<file path="src/hw/rtl/blpg_pkg.sv">
// ----------------------------------------------------------------------------
// blpg_pkg: shared types and constants for the Bresenham line pixel generator
// Request and pixel payload structs, configuration register codes and widths.
// ----------------------------------------------------------------------------
package blpg_pkg;

    // Coordinate width of endpoints and pixels (signed)
    localparam int COORD_BITS    = 12;
    // Width of the screen size registers (unsigned)
    localparam int CFG_BITS      = 12;
    // Framebuffer index width
    localparam int INDEX_BITS    = 2 * COORD_BITS - 2;
    // Decision term width: covers -2*max_abs .. 2*max_abs
    localparam int DECISION_BITS = COORD_BITS + 3;

    localparam logic [CFG_BITS-1:0] SCREEN_RESET = CFG_BITS'(1024);

    typedef enum logic
    {
        MODE_LOAD = 1'b0,
        MODE_STEP = 1'b1
    } mode_t;

    typedef enum logic
    {
        CFG_SCREEN_WIDTH  = 1'b0,
        CFG_SCREEN_HEIGHT = 1'b1
    } cfg_index_t;

    typedef struct packed
    {
        mode_t                         mode;
        logic signed [COORD_BITS-1:0]  x_start;
        logic signed [COORD_BITS-1:0]  y_start;
        logic signed [COORD_BITS-1:0]  x_end;
        logic signed [COORD_BITS-1:0]  y_end;
    } line_req_t;

    typedef struct packed
    {
        logic signed [COORD_BITS-1:0]  pixel_x;
        logic signed [COORD_BITS-1:0]  pixel_y;
        logic                          visible;
        logic [INDEX_BITS-1:0]         pixel_index;
        logic                          last;
    } pixel_t;

endpackage

</file>
<file path="src/hw/rtl/bresenham_line_pixel_generator_unit.sv">
// ----------------------------------------------------------------------------
// bresenham_line_pixel_generator_unit: Bresenham line pixel generator
// Sets up a line from two endpoints, then emits one clipped pixel per step.
// ----------------------------------------------------------------------------
// Usage:
//   req channel (req_valid/req_ready/req_data): a load request (mode LOAD)
//   sets up a new line from two endpoints and replaces any line in progress;
//   it produces no pixel. A step request (mode STEP) emits the current pixel
//   and advances one unit along the major axis. A step request with no
//   active line is taken and dropped.
//   pix channel (pix_valid/pix_ready/pix_data): one pixel per step request,
//   with clip flag, framebuffer index and a last flag on the line's end.
//   cfg channel (cfg_valid/cfg_ready/cfg_index/cfg_data): screen width and
//   height; always ready, write only while no request is in flight.
// Latency and throughput: a pixel shows on pix_valid in the cycle after its
// step request is taken; one request per cycle is sustained while pix_ready
// holds. The pixel comes from the line registers through one add/compare and
// one 12x12 multiply combinationally into the output register.
// Stall: while a pixel waits in the output register, a step request that
// would emit is held off; loads and idle steps are still taken.
// Reset: no line active, output empty, screen size 1024 x 1024.
// ----------------------------------------------------------------------------
module bresenham_line_pixel_generator_unit
(
    input  logic                             clk,
    input  logic                             rst_n,
    input  logic                             req_valid,
    output logic                             req_ready,
    input  blpg_pkg::line_req_t              req_data,
    output logic                             pix_valid,
    input  logic                             pix_ready,
    output blpg_pkg::pixel_t                 pix_data,
    input  logic                             cfg_valid,
    output logic                             cfg_ready,
    input  blpg_pkg::cfg_index_t             cfg_index,
    input  logic [blpg_pkg::CFG_BITS-1:0]    cfg_data
);

    localparam int CB  = blpg_pkg::COORD_BITS;
    localparam int CW  = CB + 1;                      // working coordinate width
    localparam int DB  = blpg_pkg::DECISION_BITS;
    localparam int FB  = blpg_pkg::CFG_BITS;
    localparam int IB  = blpg_pkg::INDEX_BITS;
    localparam int CMP = ((CW > FB) ? CW : FB) + 1;   // signed clip compare width
    localparam int SB  = 2 * FB + 1;                  // index sum width

    // Configuration registers
    logic [FB-1:0] width_reg, width_next;
    logic [FB-1:0] height_reg, height_next;

    // Line state
    logic                 line_active_reg, line_active_next;
    logic signed [CW-1:0] cur_x_reg, cur_x_next;
    logic signed [CW-1:0] cur_y_reg, cur_y_next;
    logic signed [CB-1:0] major_end_reg, major_end_next;
    logic                 x_major_reg, x_major_next;
    logic                 step_up_reg, step_up_next;
    logic [CB-1:0]        abs_dx_reg, abs_dx_next;
    logic [CB-1:0]        abs_dy_reg, abs_dy_next;
    logic signed [DB-1:0] dec_reg, dec_next;

    // Output register
    logic                 pix_valid_reg, pix_valid_next;
    blpg_pkg::pixel_t     pix_data_reg, pix_data_next;

    // Handshake
    logic req_fire;
    logic emits;

    // Setup datapath
    logic signed [CW-1:0] x1, y1, x2, y2, dx, dy;
    logic [CB-1:0]        set_adx, set_ady;
    logic                 set_x_major, set_up;
    logic signed [DB-1:0] set_adx_ext, set_ady_ext, set_dec;
    logic signed [CW-1:0] set_x, set_y;
    logic signed [CB-1:0] set_end;

    // Step datapath
    logic                 is_last;
    logic signed [CW-1:0] minor_step;
    logic signed [DB-1:0] adx_ext, ady_ext, two_adx, two_ady, two_diff;
    logic signed [CMP-1:0] xc, yc, wc, hc, hy;
    logic                 vis;
    logic [FB-1:0]        hy_low, x_low;
    logic [SB-1:0]        idx_sum;

    // ------------------------------------------------------------------
    // Handshakes. A step on an active line is the only request that
    // needs room in the output register.
    // ------------------------------------------------------------------
    assign emits     = (req_data.mode == blpg_pkg::MODE_STEP) && line_active_reg;
    assign req_ready = pix_ready || !pix_valid_reg || !emits;
    assign req_fire  = req_valid && req_ready;
    assign cfg_ready = 1'b1;

    assign pix_valid = pix_valid_reg;
    assign pix_data  = pix_data_reg;

    // ------------------------------------------------------------------
    // Line setup: deltas, branch, start end, decision term, minor direction
    // ------------------------------------------------------------------
    always_comb
    begin
        x1 = CW'(req_data.x_start);
        y1 = CW'(req_data.y_start);
        x2 = CW'(req_data.x_end);
        y2 = CW'(req_data.y_end);
        dx = x2 - x1;
        dy = y2 - y1;

        set_adx = dx[CW-1] ? CB'(-dx) : CB'(dx);
        set_ady = dy[CW-1] ? CB'(-dy) : CB'(dy);

        // Minor axis goes up when both deltas are strictly the same sign
        set_up = (dx[CW-1] && dy[CW-1])
              || (!dx[CW-1] && (dx != '0) && !dy[CW-1] && (dy != '0));

        set_x_major = (set_ady <= set_adx);
        set_adx_ext = $signed(DB'(set_adx));
        set_ady_ext = $signed(DB'(set_ady));

        if (set_x_major)
        begin
            set_dec = (set_ady_ext <<< 1) - set_adx_ext;
            if (!dx[CW-1])
            begin
                set_x   = x1;
                set_y   = y1;
                set_end = req_data.x_end;
            end
            else
            begin
                set_x   = x2;
                set_y   = y2;
                set_end = req_data.x_start;
            end
        end
        else
        begin
            set_dec = (set_adx_ext <<< 1) - set_ady_ext;
            if (!dy[CW-1])
            begin
                set_x   = x1;
                set_y   = y1;
                set_end = req_data.y_end;
            end
            else
            begin
                set_x   = x2;
                set_y   = y2;
                set_end = req_data.y_start;
            end
        end
    end

    // ------------------------------------------------------------------
    // Current pixel: clip test, framebuffer index, end of line
    // ------------------------------------------------------------------
    always_comb
    begin
        xc = CMP'(cur_x_reg);
        yc = CMP'(cur_y_reg);
        wc = $signed(CMP'(width_reg));
        hc = $signed(CMP'(height_reg));

        vis = (xc > 0) && (xc < wc) && (yc > 0) && (yc < hc);

        // Inside the clip window both terms fit the register width
        hy      = hc - yc;
        hy_low  = hy[FB-1:0];
        x_low   = xc[FB-1:0];
        idx_sum = SB'(hy_low) * SB'(width_reg) + SB'(x_low);

        is_last = x_major_reg ? (cur_x_reg >= CW'(major_end_reg))
                              : (cur_y_reg >= CW'(major_end_reg));

        minor_step = step_up_reg ? CW'(1) : -CW'(1);
        adx_ext    = $signed(DB'(abs_dx_reg));
        ady_ext    = $signed(DB'(abs_dy_reg));
        two_adx    = adx_ext <<< 1;
        two_ady    = ady_ext <<< 1;
        two_diff   = x_major_reg ? ((ady_ext - adx_ext) <<< 1)
                                 : ((adx_ext - ady_ext) <<< 1);
    end

    // ------------------------------------------------------------------
    // Next state
    // ------------------------------------------------------------------
    always_comb
    begin
        width_next       = width_reg;
        height_next      = height_reg;
        line_active_next = line_active_reg;
        cur_x_next       = cur_x_reg;
        cur_y_next       = cur_y_reg;
        major_end_next   = major_end_reg;
        x_major_next     = x_major_reg;
        step_up_next     = step_up_reg;
        abs_dx_next      = abs_dx_reg;
        abs_dy_next      = abs_dy_reg;
        dec_next         = dec_reg;
        pix_valid_next   = pix_valid_reg;
        pix_data_next    = pix_data_reg;

        if (cfg_valid && cfg_ready)
        begin
            unique case (cfg_index)
                blpg_pkg::CFG_SCREEN_WIDTH:  width_next  = cfg_data;
                blpg_pkg::CFG_SCREEN_HEIGHT: height_next = cfg_data;
                default:                     width_next  = width_reg;
            endcase
        end

        // Drain the output register when taken
        if (pix_valid_reg && pix_ready)
        begin
            pix_valid_next = 1'b0;
        end

        if (req_fire)
        begin
            if (req_data.mode == blpg_pkg::MODE_LOAD)
            begin
                line_active_next = 1'b1;
                cur_x_next       = set_x;
                cur_y_next       = set_y;
                major_end_next   = set_end;
                x_major_next     = set_x_major;
                step_up_next     = set_up;
                abs_dx_next      = set_adx;
                abs_dy_next      = set_ady;
                dec_next         = set_dec;
            end
            else if (line_active_reg)
            begin
                pix_valid_next            = 1'b1;
                pix_data_next.pixel_x     = CB'(cur_x_reg);
                pix_data_next.pixel_y     = CB'(cur_y_reg);
                pix_data_next.visible     = vis;
                pix_data_next.pixel_index = vis ? IB'(idx_sum) : '0;
                pix_data_next.last        = is_last;

                if (is_last)
                begin
                    line_active_next = 1'b0;
                end
                else if (x_major_reg)
                begin
                    cur_x_next = cur_x_reg + CW'(1);
                    if (dec_reg < 0)
                    begin
                        dec_next = dec_reg + two_ady;
                    end
                    else
                    begin
                        cur_y_next = cur_y_reg + minor_step;
                        dec_next   = dec_reg + two_diff;
                    end
                end
                else
                begin
                    cur_y_next = cur_y_reg + CW'(1);
                    if (dec_reg <= 0)
                    begin
                        dec_next = dec_reg + two_adx;
                    end
                    else
                    begin
                        cur_x_next = cur_x_reg + minor_step;
                        dec_next   = dec_reg + two_diff;
                    end
                end
            end
        end
    end

    // ------------------------------------------------------------------
    // Registers
    // ------------------------------------------------------------------
    always_ff @(posedge clk or negedge rst_n)
    begin
        if (!rst_n)
        begin
            width_reg       <= blpg_pkg::SCREEN_RESET;
            height_reg      <= blpg_pkg::SCREEN_RESET;
            line_active_reg <= 1'b0;
            cur_x_reg       <= '0;
            cur_y_reg       <= '0;
            major_end_reg   <= '0;
            x_major_reg     <= 1'b0;
            step_up_reg     <= 1'b0;
            abs_dx_reg      <= '0;
            abs_dy_reg      <= '0;
            dec_reg         <= '0;
            pix_valid_reg   <= 1'b0;
        end
        else
        begin
            width_reg       <= width_next;
            height_reg      <= height_next;
            line_active_reg <= line_active_next;
            cur_x_reg       <= cur_x_next;
            cur_y_reg       <= cur_y_next;
            major_end_reg   <= major_end_next;
            x_major_reg     <= x_major_next;
            step_up_reg     <= step_up_next;
            abs_dx_reg      <= abs_dx_next;
            abs_dy_reg      <= abs_dy_next;
            dec_reg         <= dec_next;
            pix_valid_reg   <= pix_valid_next;
        end
    end

    always_ff @(posedge clk)
    begin
        pix_data_reg <= pix_data_next;
    end

endmodule

</file>
<file path="config.mk">
export PLATFORM = sky130hd
export DESIGN_NAME = bresenham_line_pixel_generator_unit
export DESIGN_NICKNAME = d
export VERILOG_FILES = /design/src/hw/rtl/blpg_pkg.sv /design/src/hw/rtl/bresenham_line_pixel_generator_unit.sv
export SDC_FILE = /design/constraint.sdc
export NUM_CORES = 1
export LEC_CHECK = 0
export ABC_CLOCK_PERIOD_IN_PS = 16250
export BUFFER_PORTS_ARGS = -buffer_cell sky130_fd_sc_hd__buf_2
export CORE_MARGIN = 1
export CORE_UTILIZATION = 47
export CTS_CLUSTER_DIAMETER = 100
export DETAILED_ROUTE_END_ITERATION = 8
export PLACE_DENSITY_LB_ADDON = 0.25
export SYNTH_ARGS = -nofsm -noshare
export SYNTH_HDL_FRONTEND = slang
export SYNTH_SLANG_ARGS = --single-unit
export TNS_END_PERCENT = 50
</file>
<file path="constraint.sdc">
create_clock -name clk -period 16.25 [get_ports clk]
set_clock_uncertainty 0.05 [all_clocks]
set_input_delay 0.8125 -clock clk [delete_from_list [all_inputs] [get_ports clk]]
set_output_delay 0.8125 -clock clk [all_outputs]
set_load 0.02 [all_outputs]
</file>
==> flow_summary.yaml <==
synthesis:
  synth_edf_count: 48
  synth_common_cells: "inv_1, ha_1, nand2_1, nor2_1, o21ai_0"
  synth.top_cells.by_area: "ha_1, dfrtp_1, fa_1"
  synth_ff_type: "dfrtp_1"
  synth_compound_area_share_pct: 17.4
  syn_nets: 2790
  async_flop_share_pct: 68.6
  synth_cell_types: 87
  synth_top_family_by_area: "adder cells"
  ys_ff_latch: 153
  yosysWarnings: 0
  syn_area_um2: 20100
  syn_area_per_cell_um2: 8.59
  synth_most_common_cell: "inv_1"
  yosysTopAreaCellShare_pct: 16.4
  ys_seq_area_share_pct: 20.3
  synthCells: 2338
  synthSimpleGateAreaFrac_pct: 16.1
  synthMuxAreaShare_pct: 4.24
  synthAdderAreaFrac_pct: 28.6
  synth_top_area_cell: "ha_1"
  synth_xor_area_share_pct: 6.03
clock_tree:
  cts_htree_levels: 4
  post_cts_resized: 0
  cts_max_path_buffers: 2
  clkTransAtPathRegs_ns: 0.08
  clock_sinks: 153
  cts_hold_buf: 0
  worstSkewPairLatency_ns: 0.46
  cts_tree: "done"
  root_buffer: "clkbuf_16"
  post_cts_buffers: 0
  cts_buffers: 17
setup_path:
  crit_fanout: 12
  required_ns: 16.39
  critical_path.top_delay_family: "adder cells"
  end_kind: "flop"
  critPathBufInv: 6
  crit_path_top_delay_cell: "fa_1"
  worstSetupPathType: "reg2reg"
  crit_path_start_kind: "flop"
  cp_common_cell: "fa_1"
  critPathMaxStageDelay_ns: 0.55
  cp.arrival_ns: 7.84
  crit_start: "cur_y_reg[0]"
  r2r_start: "cur_y_reg[0]"
routing:
  viasPerCell: 5.72
  drc_errors: 0
  vias: 17026
  firstDrtPassIters: 8
  drtAntennaViolNets: 0
  wire_per_inst_um: 18.7
  routed_wl_um: 55700
  drt_iter0_drc: 1276
floorplanning:
  core_area_um2: 42000
  rows: 75
  io-pin-count: 118
  die-area_um2: 43500
  die_w_um: 209
  die_h_um: 209
  start_util_pct: 47.7
sta:
  fin_crit_sh_pct: 47.4
  fmax_ghz: 0.130
  max_slew_margin_pct: 14.1
  setup_tns_ns: 0
  final_hold_viol_count: 0
  setup_viol: 0
  drv_slew: 0
  final.min_clock_period_ns: 7.70
  tightest_slew_ns: 1.27
  rsz0062_at_grt: "false"
final_layout:
  largest_register_ffs: 48
  area.growth.synth_to_final_pct: 8.64
  drive_above_1_share_pct: 10.3
  nFillCells: 4004
  multi_input_area_um2: 14500
  final_nets: 2875
  num_antenna_cells: 0
  seq_area_um2: 4070
global_route:
  grt_pass1_vias: 16539
  grt_pass1_wl_um: 88700
  use_met1_pct: 36.8
  top_usage_layer: "met2"
  grt_util_met2_pct: 41.4
  grt_util_met3_pct: 3.41
  grt_util_all_layers_pct: 25.9
  antenna_found_initial: 1
  grt_max_degree: 70
  grt_overflow: 0
placed_design:
  place.gp.congestion: 0.918
  place_hpwl_um: 44200
  port_buffers: 116
hold_path:
  hold_class: "in2async"
outcome:
  status: "complete, no violations"
job:
  drv_cap: 0
==> routing by layer <==
layer	routed length [µm]	up-vias
li1	-	8249
met1	26400	8219
met2	25100	490
met3	2980	68
met4	1160	0
met5	0	-
==> cells by family (layout without fill, tap and decap cells) <==
| logic type | after synthesis | in the layout |
|---|---|---|
| AOI/OAI and AO/OA | 533 | 533 |
| xor gates and xnor gates | 134 | 134 |
| adders and majority gates | 385 | 385 |
| buffers and inverters | 389 | 487 |
| DFF | 153 | 153 |
| muxes | 78 | 78 |
| other | 1 | 1 |
| and+or+nand+nor | 665 | 665 |
==> final timing paths <==
check                                        to  slack [ns]  cells after the start
min in group clk                     dec_reg[0]        0.46                      2
max in group asynchronous         height_reg[2]       14.55                      2
worst min register to register       dec_reg[0]        0.46                      2
worst max register to register     pix_data[21]        8.55                     29
worst min-delay path            line_active_reg        0.26                      1
worst max-delay path               pix_data[21]        8.55                     29
==> final cells by class <==
cell class              instances  area share (%)
clock buffers                  17            1.95
inverters                     315            5.42
multi-input cells            1796            66.7
flip-flops and latches        153            18.7
clock inverters                15           0.700
well taps                     539            3.09
repair buffers                140            3.50
==> through the flow <==
step	std cells	instance area (µm²)	setup WS (ns)	hold WS [ns]	util, %
2_1_floorplan	2338	20100	9.22	0.401	-
3_3_place_gp	2943	21200	8.79	0.443	50.5
3_5_place_dp	2943	21200	8.61	0.448	50.5
4_1_cts	2975	21800	8.56	0.262	51.9
5_1_grt	2975	21800	8.20	0.292	51.9
6_report	2975	21800	8.55	0.256	51.9
==> worst register-to-register path: cells and delay by family, from the launching register on <==
kind | cells | cell delay, ns
fa+ha+maj | 8 | 3.49
compound gates | 7 | 1.82
simple gates | 7 | 1.08
flops | 1 | 0.44
buf+inv | 6 | 0.44
xor+xnor | 1 | 0.14
==> cell usage in the layout (no fill, tap or decap), drive strengths merged, types with 18 or more instances in the layout <==
master  synthesis  routed
a21oi         122     122
nor3           52      52
nand3          36      36
mux2i          32      32
dfrtp         103     103
a211oi         29      29
buf            17     140
nor2b          24      24
ha            263     263
nor2          161     161
a21o           31      31
a211o          18      18
nand2         199     199
o211ai         18      18
nand2b         32      32
fa            122     122
o21ai         158     158
and2           74      74
inv           315     324
edfxtp         48      48
mux2           46      46
xnor2          88      88
xor2           46      46
o21a           28      28
Power is not shown: default switching activity piles up to over one toggle a cycle in this logic, so the estimate is an artifact.
